$ cat src/hdl/dfw_pkg.sv
// ----------------------------------------------------------------------------
// dfw_pkg
// Shared types, step codes and the control store of the depth-first walk
// engine.
// ----------------------------------------------------------------------------
package dfw_pkg;

    localparam int NODE_W = 6;
    localparam int STEP_W = 4;

    typedef logic [NODE_W-1:0] t_node;
    typedef logic [STEP_W-1:0] t_step;

    // command word and result word
    typedef struct packed {
        logic  func;
        t_node node_a;
        t_node node_b;
    } t_cmd;

    typedef struct packed {
        t_node node;
        logic  last;
    } t_res;

    localparam logic FUNC_EDGE = 1'b0;
    localparam logic FUNC_WALK = 1'b1;

    localparam t_node NODE_COUNT_RST = 6'd32;

    // step addresses of the control store
    localparam t_step S_IDLE      = 4'd0;
    localparam t_step S_DISPATCH  = 4'd1;
    localparam t_step S_EDGE_RD   = 4'd2;
    localparam t_step S_EDGE_WA   = 4'd3;
    localparam t_step S_EDGE_WB   = 4'd4;
    localparam t_step S_WALK_INIT = 4'd5;
    localparam t_step S_WALK_ROOT = 4'd6;
    localparam t_step S_ROW_RD    = 4'd7;
    localparam t_step S_DECIDE    = 4'd8;
    localparam t_step S_POP       = 4'd9;
    localparam t_step S_CHECK     = 4'd10;
    localparam t_step S_ZERO      = 4'd11;
    localparam t_step S_FLUSH     = 4'd12;

    // datapath actions
    typedef enum logic [3:0] {
        A_NOP,
        A_EDGE_RD_A,
        A_EDGE_WR_A,
        A_EDGE_WR_B,
        A_INIT,
        A_PUSH_ROOT,
        A_RD_TOP,
        A_STEP,
        A_POP,
        A_ZERO,
        A_FLUSH
    } t_act;

    // jump conditions
    typedef enum logic [3:0] {
        C_NEVER,
        C_ALWAYS,
        C_NOSTART,
        C_WALK,
        C_EDGE_BAD,
        C_START_BAD,
        C_CAND,
        C_DEPTH_NZ,
        C_ALL_LIT
    } t_cond;

    typedef struct packed {
        t_act  act;
        t_cond cond;
        t_step target;
    } t_uword;

    // datapath flags seen by the sequencer
    typedef struct packed {
        logic walk;
        logic edge_bad;
        logic start_bad;
        logic cand;
        logic depth_nz;
        logic all_lit;
    } t_stat;

    // control store: one word per step
    function automatic t_uword ucode(input t_step pc);
        t_uword w;
        case (pc)
            S_IDLE:      w = '{A_NOP,       C_NOSTART,   S_IDLE};
            S_DISPATCH:  w = '{A_NOP,       C_WALK,      S_WALK_INIT};
            S_EDGE_RD:   w = '{A_EDGE_RD_A, C_EDGE_BAD,  S_IDLE};
            S_EDGE_WA:   w = '{A_EDGE_WR_A, C_NEVER,     S_IDLE};
            S_EDGE_WB:   w = '{A_EDGE_WR_B, C_ALWAYS,    S_IDLE};
            S_WALK_INIT: w = '{A_INIT,      C_START_BAD, S_ZERO};
            S_WALK_ROOT: w = '{A_PUSH_ROOT, C_NEVER,     S_IDLE};
            S_ROW_RD:    w = '{A_RD_TOP,    C_NEVER,     S_IDLE};
            S_DECIDE:    w = '{A_STEP,      C_CAND,      S_ROW_RD};
            S_POP:       w = '{A_POP,       C_DEPTH_NZ,  S_ROW_RD};
            S_CHECK:     w = '{A_NOP,       C_ALL_LIT,   S_FLUSH};
            S_ZERO:      w = '{A_ZERO,      C_NEVER,     S_IDLE};
            S_FLUSH:     w = '{A_FLUSH,     C_ALWAYS,    S_IDLE};
            default:     w = '{A_NOP,       C_ALWAYS,    S_IDLE};
        endcase
        return w;
    endfunction

endpackage

$ cat src/hdl/dfw_useq.sv
// ----------------------------------------------------------------------------
// dfw_useq
// Step counter and control store sequencer: issues one action per step and
// takes a conditional jump on the datapath flags.
// ----------------------------------------------------------------------------
module dfw_useq (
    input  logic             i_clk,
    input  logic             i_rst_n,
    input  logic             i_start,
    input  dfw_pkg::t_stat   i_stat,
    output dfw_pkg::t_act    o_act,
    output logic             o_busy
);

    dfw_pkg::t_step  r_pc;
    dfw_pkg::t_step  n_pc;
    dfw_pkg::t_uword uw;
    logic            take;

    // fetch the control word
    assign uw    = dfw_pkg::ucode(r_pc);
    assign o_act = uw.act;
    assign o_busy = (r_pc != dfw_pkg::S_IDLE);

    // jump condition
    always_comb begin
        case (uw.cond)
            dfw_pkg::C_NEVER:     take = 1'b0;
            dfw_pkg::C_ALWAYS:    take = 1'b1;
            dfw_pkg::C_NOSTART:   take = !i_start;
            dfw_pkg::C_WALK:      take = i_stat.walk;
            dfw_pkg::C_EDGE_BAD:  take = i_stat.edge_bad;
            dfw_pkg::C_START_BAD: take = i_stat.start_bad;
            dfw_pkg::C_CAND:      take = i_stat.cand;
            dfw_pkg::C_DEPTH_NZ:  take = i_stat.depth_nz;
            dfw_pkg::C_ALL_LIT:   take = i_stat.all_lit;
            default:              take = 1'b1;
        endcase
    end

    // next step
    always_comb begin
        if (take) begin
            n_pc = uw.target;
        end else begin
            n_pc = r_pc + dfw_pkg::t_step'(1);
        end
    end

    always_ff @(posedge i_clk) begin
        if (!i_rst_n) begin
            r_pc <= dfw_pkg::S_IDLE;
        end else begin
            r_pc <= n_pc;
        end
    end

endmodule

$ cat src/hdl/dfw_dpath.sv
// ----------------------------------------------------------------------------
// dfw_dpath
// Walk datapath: adjacency memory, lit marks, path stack, node count
// register and the one-deep hold of results so the final word is flagged.
// ----------------------------------------------------------------------------
module dfw_dpath #(
    parameter int MAX_NODES = 32
) (
    input  logic             i_clk,
    input  logic             i_rst_n,
    input  logic             i_accept,
    input  dfw_pkg::t_cmd    i_cmd,
    input  logic             i_cfg_valid,
    input  dfw_pkg::t_node   i_cfg_data,
    input  dfw_pkg::t_act    i_act,
    output dfw_pkg::t_stat   o_stat,
    output logic             o_res_valid,
    output dfw_pkg::t_res    o_res
);

    localparam int IW = $clog2(MAX_NODES);
    localparam int DW = $clog2(MAX_NODES + 1);

    // storage
    logic [MAX_NODES-1:0] adj_mem [MAX_NODES];
    logic [IW-1:0]        stk_mem [MAX_NODES];
    logic [MAX_NODES-1:0] r_row_vld;

    dfw_pkg::t_cmd        r_cmd;
    dfw_pkg::t_node       r_cfg;
    logic [MAX_NODES-1:0] r_row_q;
    logic                 r_row_qv;
    logic [IW-1:0]        r_stk_q;
    logic [MAX_NODES-1:0] r_lit, n_lit;
    logic [DW-1:0]        r_depth, n_depth;
    logic [IW-1:0]        r_top, n_top;
    dfw_pkg::t_node       r_pend, n_pend;
    logic                 r_pend_vld, n_pend_vld;
    dfw_pkg::t_res        r_res, n_res;
    logic                 r_res_vld, n_res_vld;

    dfw_pkg::t_node       eff_n;
    logic [MAX_NODES-1:0] mask;
    logic [MAX_NODES-1:0] row;
    logic [MAX_NODES-1:0] cand_vec;
    logic [MAX_NODES-1:0] bit_a, bit_b;
    logic [IW-1:0]        first;
    logic [IW-1:0]        a_idx, b_idx;
    logic                 a_ok, b_ok;
    logic                 cand_ok;
    logic [IW-1:0]        rd_addr;
    logic [IW-1:0]        stk_rd_addr;
    logic                 wr_en;
    logic [IW-1:0]        wr_addr;
    logic [MAX_NODES-1:0] wr_data;
    logic                 stk_wr;
    logic [IW-1:0]        stk_wr_addr;
    logic [IW-1:0]        stk_wr_data;
    logic                 prod;
    dfw_pkg::t_node       prod_val;
    logic                 flush;

    // node count clamped to the usable range
    always_comb begin
        if (r_cfg < dfw_pkg::t_node'(2)) begin
            eff_n = dfw_pkg::t_node'(2);
        end else if (r_cfg > dfw_pkg::t_node'(MAX_NODES)) begin
            eff_n = dfw_pkg::t_node'(MAX_NODES);
        end else begin
            eff_n = r_cfg;
        end
    end

    // in-use mask and one-hot endpoint bits
    always_comb begin
        for (int i = 0; i < MAX_NODES; i++) begin
            mask[i]  = (dfw_pkg::t_node'(i) < eff_n);
            bit_a[i] = (IW'(i) == a_idx);
            bit_b[i] = (IW'(i) == b_idx);
        end
    end

    assign a_idx = IW'(r_cmd.node_a - dfw_pkg::t_node'(1));
    assign b_idx = IW'(r_cmd.node_b - dfw_pkg::t_node'(1));
    assign a_ok  = (r_cmd.node_a != '0) && (r_cmd.node_a <= eff_n);
    assign b_ok  = (r_cmd.node_b != '0) && (r_cmd.node_b <= eff_n);

    // a row never written reads as empty
    assign row      = r_row_qv ? r_row_q : '0;
    assign cand_vec = row & ~r_lit & mask;
    assign cand_ok  = (|cand_vec) && (r_depth < DW'(MAX_NODES));

    // smallest unlit neighbour
    always_comb begin
        first = '0;
        for (int i = MAX_NODES - 1; i >= 0; i--) begin
            if (cand_vec[i]) begin
                first = IW'(i);
            end
        end
    end

    assign o_stat.walk      = (r_cmd.func == dfw_pkg::FUNC_WALK);
    assign o_stat.edge_bad  = !(a_ok && b_ok && (r_cmd.node_a != r_cmd.node_b));
    assign o_stat.start_bad = !a_ok;
    assign o_stat.cand      = cand_ok;
    assign o_stat.depth_nz  = (r_depth != '0);
    assign o_stat.all_lit   = ((r_lit & mask) == mask);

    // adjacency port control
    always_comb begin
        rd_addr = r_top;
        wr_en   = 1'b0;
        wr_addr = a_idx;
        wr_data = row | bit_b;
        case (i_act)
            dfw_pkg::A_EDGE_RD_A: begin
                rd_addr = a_idx;
            end
            dfw_pkg::A_EDGE_WR_A: begin
                rd_addr = b_idx;
                wr_en   = 1'b1;
            end
            dfw_pkg::A_EDGE_WR_B: begin
                wr_en   = 1'b1;
                wr_addr = b_idx;
                wr_data = row | bit_a;
            end
            default: begin
                rd_addr = r_top;
            end
        endcase
    end

    // walk control: stack, lit marks and result production
    always_comb begin
        n_lit       = r_lit;
        n_depth     = r_depth;
        n_top       = r_top;
        stk_wr      = 1'b0;
        stk_wr_addr = r_depth[IW-1:0];
        stk_wr_data = first;
        stk_rd_addr = IW'(r_depth - DW'(2));
        prod        = 1'b0;
        prod_val    = '0;
        flush       = 1'b0;
        case (i_act)
            dfw_pkg::A_INIT: begin
                n_lit   = '0;
                n_depth = '0;
            end
            dfw_pkg::A_PUSH_ROOT: begin
                n_lit       = r_lit | bit_a;
                n_depth     = DW'(1);
                n_top       = a_idx;
                stk_wr      = 1'b1;
                stk_wr_addr = '0;
                stk_wr_data = a_idx;
                prod        = 1'b1;
                prod_val    = r_cmd.node_a;
            end
            dfw_pkg::A_STEP: begin
                if (cand_ok) begin
                    n_lit    = r_lit | (MAX_NODES'(1) << first);
                    n_depth  = r_depth + DW'(1);
                    n_top    = first;
                    stk_wr   = 1'b1;
                    prod     = 1'b1;
                    prod_val = dfw_pkg::t_node'(first) + dfw_pkg::t_node'(1);
                end else begin
                    n_depth  = r_depth - DW'(1);
                end
            end
            dfw_pkg::A_POP: begin
                if (r_depth != '0) begin
                    n_top    = r_stk_q;
                    prod     = 1'b1;
                    prod_val = dfw_pkg::t_node'(r_stk_q) + dfw_pkg::t_node'(1);
                end
            end
            dfw_pkg::A_ZERO: begin
                prod     = 1'b1;
                prod_val = '0;
            end
            dfw_pkg::A_FLUSH: begin
                flush = 1'b1;
            end
            default: begin
                n_lit = r_lit;
            end
        endcase
    end

    // hold one result back so the final word can carry the last flag
    always_comb begin
        n_pend     = r_pend;
        n_pend_vld = r_pend_vld;
        n_res      = r_res;
        n_res_vld  = 1'b0;
        if (prod) begin
            n_pend     = prod_val;
            n_pend_vld = 1'b1;
            n_res      = '{node: r_pend, last: 1'b0};
            n_res_vld  = r_pend_vld;
        end else if (flush) begin
            n_pend_vld = 1'b0;
            n_res      = '{node: r_pend, last: 1'b1};
            n_res_vld  = r_pend_vld;
        end
    end

    // control registers
    always_ff @(posedge i_clk) begin
        if (!i_rst_n) begin
            r_cfg      <= dfw_pkg::NODE_COUNT_RST;
            r_lit      <= '0;
            r_depth    <= '0;
            r_pend_vld <= 1'b0;
            r_res_vld  <= 1'b0;
            r_row_vld  <= '0;
        end else begin
            if (i_cfg_valid) begin
                r_cfg <= i_cfg_data;
            end
            r_lit      <= n_lit;
            r_depth    <= n_depth;
            r_pend_vld <= n_pend_vld;
            r_res_vld  <= n_res_vld;
            if (wr_en) begin
                r_row_vld[wr_addr] <= 1'b1;
            end
        end
    end

    // payload registers
    always_ff @(posedge i_clk) begin
        if (i_accept) begin
            r_cmd <= i_cmd;
        end
        r_top  <= n_top;
        r_pend <= n_pend;
        r_res  <= n_res;
    end

    // adjacency memory, registered read
    always_ff @(posedge i_clk) begin
        if (wr_en) begin
            adj_mem[wr_addr] <= wr_data;
        end
        r_row_q  <= adj_mem[rd_addr];
        r_row_qv <= r_row_vld[rd_addr];
    end

    // path stack memory, registered read
    always_ff @(posedge i_clk) begin
        if (stk_wr) begin
            stk_mem[stk_wr_addr] <= stk_wr_data;
        end
        r_stk_q <= stk_mem[stk_rd_addr];
    end

    assign o_res_valid = r_res_vld;
    assign o_res       = r_res;

endmodule

$ cat src/hdl/dfs_walk_with_backtrack.sv
// ----------------------------------------------------------------------------
// dfs_walk_with_backtrack
// Undirected graph walk engine: loads edges into an adjacency bit matrix and
// runs a depth-first walk, smallest unlit neighbour first, with backtracking.
// ----------------------------------------------------------------------------
//  channel   signals                          direction  handshake
//  command   start, busy, i_cmd               in         start & !busy
//  result    o_res_valid, o_res               out        strobe, one cycle
//  config    i_cfg_valid, o_cfg_ready, i_cfg_data  in    valid & ready
//
//  Edge word: sets the bit in both rows; an ignored edge (bad or equal endpoints) skips the writes.
//  Walk: a new node takes a row read and a decide step, a return a decide, a pop and a row
//  read (start node included); a zero word ends a walk that left a node unlit or had a bad start.
//  Reset clears the matrix (per-row valid bits), marks, depth and control.
//  A word is held until the next is made or the walk ends, then leaves from the result
//  register in the cycle after; the receiver cannot stall.
// ----------------------------------------------------------------------------
module dfs_walk_with_backtrack #(
    parameter int MAX_NODES = 32
) (
    input  logic             i_clk,
    input  logic             i_rst_n,
    input  logic             start,
    output logic             busy,
    input  dfw_pkg::t_cmd    i_cmd,
    output logic             o_res_valid,
    output dfw_pkg::t_res    o_res,
    input  logic             i_cfg_valid,
    output logic             o_cfg_ready,
    input  dfw_pkg::t_node   i_cfg_data
);

    dfw_pkg::t_stat stat;
    dfw_pkg::t_act  act;
    logic           accept;

    assign accept      = start && !busy;
    assign o_cfg_ready = 1'b1;

    // sequencer
    dfw_useq u_useq (
        .i_clk   (i_clk),
        .i_rst_n (i_rst_n),
        .i_start (start),
        .i_stat  (stat),
        .o_act   (act),
        .o_busy  (busy)
    );

    // datapath
    dfw_dpath #(
        .MAX_NODES (MAX_NODES)
    ) u_dpath (
        .i_clk       (i_clk),
        .i_rst_n     (i_rst_n),
        .i_accept    (accept),
        .i_cmd       (i_cmd),
        .i_cfg_valid (i_cfg_valid && o_cfg_ready),
        .i_cfg_data  (i_cfg_data),
        .i_act       (act),
        .o_stat      (stat),
        .o_res_valid (o_res_valid),
        .o_res       (o_res)
    );

`ifndef NO_ASSERTIONS
    // an accepted word always starts the program
    a_start_busy: assert property (@(posedge i_clk) disable iff (!i_rst_n)
        accept |=> busy)
        else $error("accepted word did not start the sequencer");

    // results only come out of a running program
    a_res_after_busy: assert property (@(posedge i_clk) disable iff (!i_rst_n)
        o_res_valid |-> $past(busy))
        else $error("result word without a running walk");

    // the flagged word coincides with the return to idle
    a_last_idle: assert property (@(posedge i_clk) disable iff (!i_rst_n)
        (o_res_valid && o_res.last) |-> !busy)
        else $error("last word while the sequencer is still running");
`endif

endmodule
$ cat config.mk
export PLATFORM = sky130hd
export DESIGN_NAME = dfs_walk_with_backtrack
export DESIGN_NICKNAME = d
export VERILOG_FILES = /design/src/hdl/dfw_pkg.sv /design/src/hdl/dfw_useq.sv /design/src/hdl/dfw_dpath.sv /design/src/hdl/dfs_walk_with_backtrack.sv
export SDC_FILE = /design/constraint.sdc
export NUM_CORES = 2
export LEC_CHECK = 0
export ABC_AREA = 0
export ABC_CLOCK_PERIOD_IN_PS = 7700
export BUFFER_PORTS_ARGS = -buffer_cell sky130_fd_sc_hd__buf_2
export CAP_MARGIN = 20
export CORE_MARGIN = 3
export CORE_UTILIZATION = 68
export CTS_CLUSTER_DIAMETER = 40
export DETAILED_ROUTE_END_ITERATION = 6
export GPL_TIMING_DRIVEN = 1
export PLACE_DENSITY = 0.85
export SLEW_MARGIN = 40
export SYNTH_ARGS = -nofsm -noshare
export SYNTH_HDL_FRONTEND = slang
export SYNTH_HIERARCHICAL = 1
export SYNTH_SLANG_ARGS = --single-unit
$ cat constraint.sdc
create_clock -name i_clk -period 7.7 [get_ports i_clk]
set_clock_uncertainty 0.2 [all_clocks]
set_input_delay 0.385 -clock i_clk [delete_from_list [all_inputs] [get_ports i_clk]]
set_output_delay 0.385 -clock i_clk [all_outputs]
set_load 0.05 [all_outputs]
==> results by group <==
Critical path
  • Worst Path Required: ~8.2 ns
  • R2R Path Start: u_dpath/r_cfg[3]
  • Worst reg2reg path endpoint: u_useq/uw[6]
  • Critical Path End: u_useq/uw[6]
  • Critical path, cell by cell: nor3_2 > a2111oi_1 > nor4_1 > nand3_1 > nor2b_1 > and2_2 > or2_2 > inv_1 > mux4_2 > a21oi_2 > mux2i_1 > nand2b_1 > ha_1 > inv_1 > a2111oi_0 > a211oi_1 > mux2i_1
  • Reg2reg path depth: 17
  • CP top delay family: simple AND/OR/NAND/NOR gates
  • Startpoint types: flip-flop
  • Reg-to-reg slack, setup: between 2 and 2.5 ns
  • Crit path from: u_dpath/r_cfg[3]
  • Setup CP Type: reg -> reg
  • Crit path depth: 17
  • CP max stage cell: dfxtp_1
  • Crit path capture type: flip-flop
  • Crit path max fanout: 21
  • Buf/Inv on CP: 2
  • Max incr delay on CP: roughly 0.57 ns
  • Crit path DAT: a little over 6 ns

Synthesis
  • Syn Nets: approximately 4200
  • Most common flop cell mapped by yosys: edfxtp_1
  • Cell count after synthesis: 4131
  • Cell variety after synth: between 100 and 150
  • Mapped Area: ~57000 µm²
  • Yosys reg bits: between 1000 and 1500
  • Syn Area/Cell: around 14 µm²
  • Seq/Total Area, Yosys: 0.6910
  • Fraction of registers with async set/reset: 0
  • Post-synth EDFFs: ~1200
  • Yosys synthesis warning count: 6

Route
  • Via count: 38190
  • 1st-iter DRT viols: 5991
  • Vias/cell: 7.163
  • Final WL: between 150000 and 200000 µm
  • Drt drc: 0
  • Antenna Nets Post-Route: 0
  • First-pass DRT Iterations: 7
  • Wire per inst: between 20 and 30 µm

Clocking
  • Clock Latency Late Sink: 0.76 ns
  • Clock Sinks: ~1300
  • Clock Path Buffers: 3
  • Postcts setup bufs: 0
  • Clock-pin slew on the worst setup and hold paths: approximately 0.060 ns
  • Total CTS buffers: around 150
  • H-tree Lvls: 4
  • CTS root buf: clkbuf_16
  • CTS tree: yes

Worst hold path
  • WHS Path Cells: 3
  • HP Class: in -> reg

Place
  • Gp weighted congestion: 0.9914
  • Buffers on Ports: 31
  • Post-DP HPWL: around 90000 µm

Timing
  • Fin crit period: around 5.7 ns
  • Fin. Hold Viols: 0
  • Slew HR: 0.3373
  • Fmax achieved: 0.1764 GHz
  • Setup_tns: 0 ns
  • Fin crit share: 0.7361
  • Max-slew violations: 0
  • Setup violators final: 0
  • Worst slew pin tran: slightly below 1 ns
  • RSZ-0062 raised after global routing: false
  • Worst hold slack: around 0.16 ns

Power
  • Logic gate share of total power: 0.350
  • Pwr Total: ~26 mW
  • Sequential power share: 0.383
  • PwrDens: 405.3 nW/µm²
  • Lkg Pwr: just over 20 nW
  • Sw power: about 9.9 mW
  • Clock power frac: 0.267
  • Switching share of power: 0.3834
  • Internal Pwr Total: 15.89 mW
  • Max VDD drop: roughly 0.00038 V

GRT
  • Largest net degree at the start of global routing: between 150 and 200
  • Initial antenna violation count: 7
  • First-pass GRT wire length: between 200000 and 250000 µm
  • Tot GR Track Use: 0.3637
  • GR Overflow Total: 0
  • Vias in the first global route: between 30000 and 40000

Cells and area
  • Share of layout cells above drive strength 1: 0.1316
  • Most common cell after layout, fill and taps aside: edfxtp_1
  • Antenna cells: 0
  • Commonest cells after routing, fill and taps aside: 1214 x edfxtp_1, 634 x nand2_1, 304 x a211oi_1
  • Filler cells: ~4400
  • Area Overhead vs Synth: 12.32%
  • NumNets Final: ~4200

Floorplan
  • Core outline area: between 80000 and 90000 µm²
  • Die Wd: approximately 290 µm
  • Row count: around 110
  • Vert. Die Dim: between 200 and 300 µm
  • Initial Util: 0.6883
  • Io pins: 33
  • Die area: approximately 87000 µm²

Job
  • MaxCap Viol Count: 0

Run status
  • Status: completed
## worst min path at each step
| stage | startpoint | endpoint | slack (ns) |
|---|---|---|---|
| after detailed placement | u_dpath/r_row_vld[19] | u_dpath/r_row_vld[19] | 0.25 |
| final | i_rst_n | u_dpath/r_pend_vld | 0.16 |
| after global placement | u_dpath/r_row_vld[27] | u_dpath/r_row_vld[27] | 0.24 |
| after global routing | i_rst_n | u_dpath/r_row_vld[10] | 0.16 |
| after CTS | i_rst_n | u_dpath/r_row_vld[9] | 0.11 |
| after floorplan | u_dpath/r_lit[9] | u_dpath/r_lit[9] | 0.23 |
## final cells by class
type,count,area [µm²],area share
timing repair buffer,164,1715,0.02698
clock buffer,182,3891,0.06120
multi-input combinational,2433,16420,0.2583
tap,1070,1339,0.02106
clock inverter,89,902.1,0.01419
sequential,1347,39130,0.6154
inverter,47,181.4,0.002854
## power by group through the flow
stage / logic, mW / clock network (mW) / registers (mW)
2_1_floorplan: 5.80 / 0 / 9.81
4_1_cts: 8.70 / 6.91 / 9.85
3_3_place_gp: 8.23 / 0 / 10.0
5_1_grt: 9.54 / 7.21 / 9.88
3_5_place_dp: 8.53 / 0 / 10.0
6_report: 9.02 / 6.88 / 9.87
## logic make-up (layout without fill, tap and decap cells)
| family | Yosys count | count (layout) | share of synthesized area |
|---|---|---|---|
| DFF | 1347 | 1347 | 0.6910 |
| and+or+nand+nor | 1287 | 1287 | 0.1068 |
| AOI/OAI and AO/OA | 1008 | 1008 | 0.1378 |
| buffers and inverters | 351 | 482 | 0.02708 |
| muxes | 69 | 69 | 0.02385 |
| adders and majority gates | 41 | 41 | 0.009195 |
| xor gates and xnor gates | 27 | 27 | 0.004177 |
| other | 1 | 1 | 0.00006625 |
## worst min-delay path, cell delays in order
cell      delay, ns
buf_2          0.11
buf_4          0.32
a21boi_0       0.21
## synth_stat cells, drive strengths merged, types with 21 or more instances
cell type / number / area share
a211o: 38 / 0.0059
a211oi: 311 / 0.042
a21oi: 57 / 0.0056
a22oi: 21 / 0.0028
a311oi: 200 / 0.031
a31oi: 88 / 0.010
a32oi: 23 / 0.0036
and2: 290 / 0.032
buf: 118 / 0.011
clkbuf: 186 / 0.012
dfxtp: 133 / 0.047
edfxtp: 1214 / 0.64
ha: 40 / 0.0088
inv: 47 / 0.0032
mux4: 52 / 0.021
nand2: 664 / 0.044
nand3: 35 / 0.0034
nor2: 131 / 0.0090
nor2b: 28 / 0.0032
nor3: 66 / 0.0059
o21a: 41 / 0.0054
o21ai: 61 / 0.0054
o311ai: 34 / 0.0054
o31ai: 41 / 0.0059
## per-layer routing
metal  vias to the layer above  share of wire  global-route usage
li1                      16050              -                   -
met1                     18520           0.35              0.4863
met2                      2959           0.46              0.5591
met3                       663           0.13             0.08274
met4                         6          0.060              0.2065
met5                         -        0.00026                   0
## metrics by stage
step | setup WS (ns) | cell area, µm² | util | instances
floorplan | 3.230 | 56610 | - | 4131
global placement | 2.027 | 57780 | 0.7025 | 5005
detailed placement | 2.064 | 58410 | 0.7102 | 5032
CTS | 2.037 | 63470 | 0.7718 | 5330
global route | 1.573 | 63580 | 0.7731 | 5332
finish | 2.032 | 63580 | 0.7731 | 5332
## timing repair
action / 4_1_cts / 5_1_grt
hold endpoints to repair: 32 / 0
hold buffers: 27 / 0
resized for setup: 0 / 0
setup endpoints to repair: 0 / 0
## flip-flops by register name, indices dropped and copies added, names as in the netlist, 7 cells and up
| name | count |
|---|---|
| u_dpath/adj_mem | 1024 |
| u_dpath/o_res | 7 |
| u_dpath/r_cmd | 12 |
| u_dpath/r_lit | 32 |
| u_dpath/r_row_q | 32 |
| u_dpath/r_row_vld | 32 |
| u_dpath/stk_mem | 160 |
| u_useq/uw | 12 |
(Power assumes the default switching activity.)
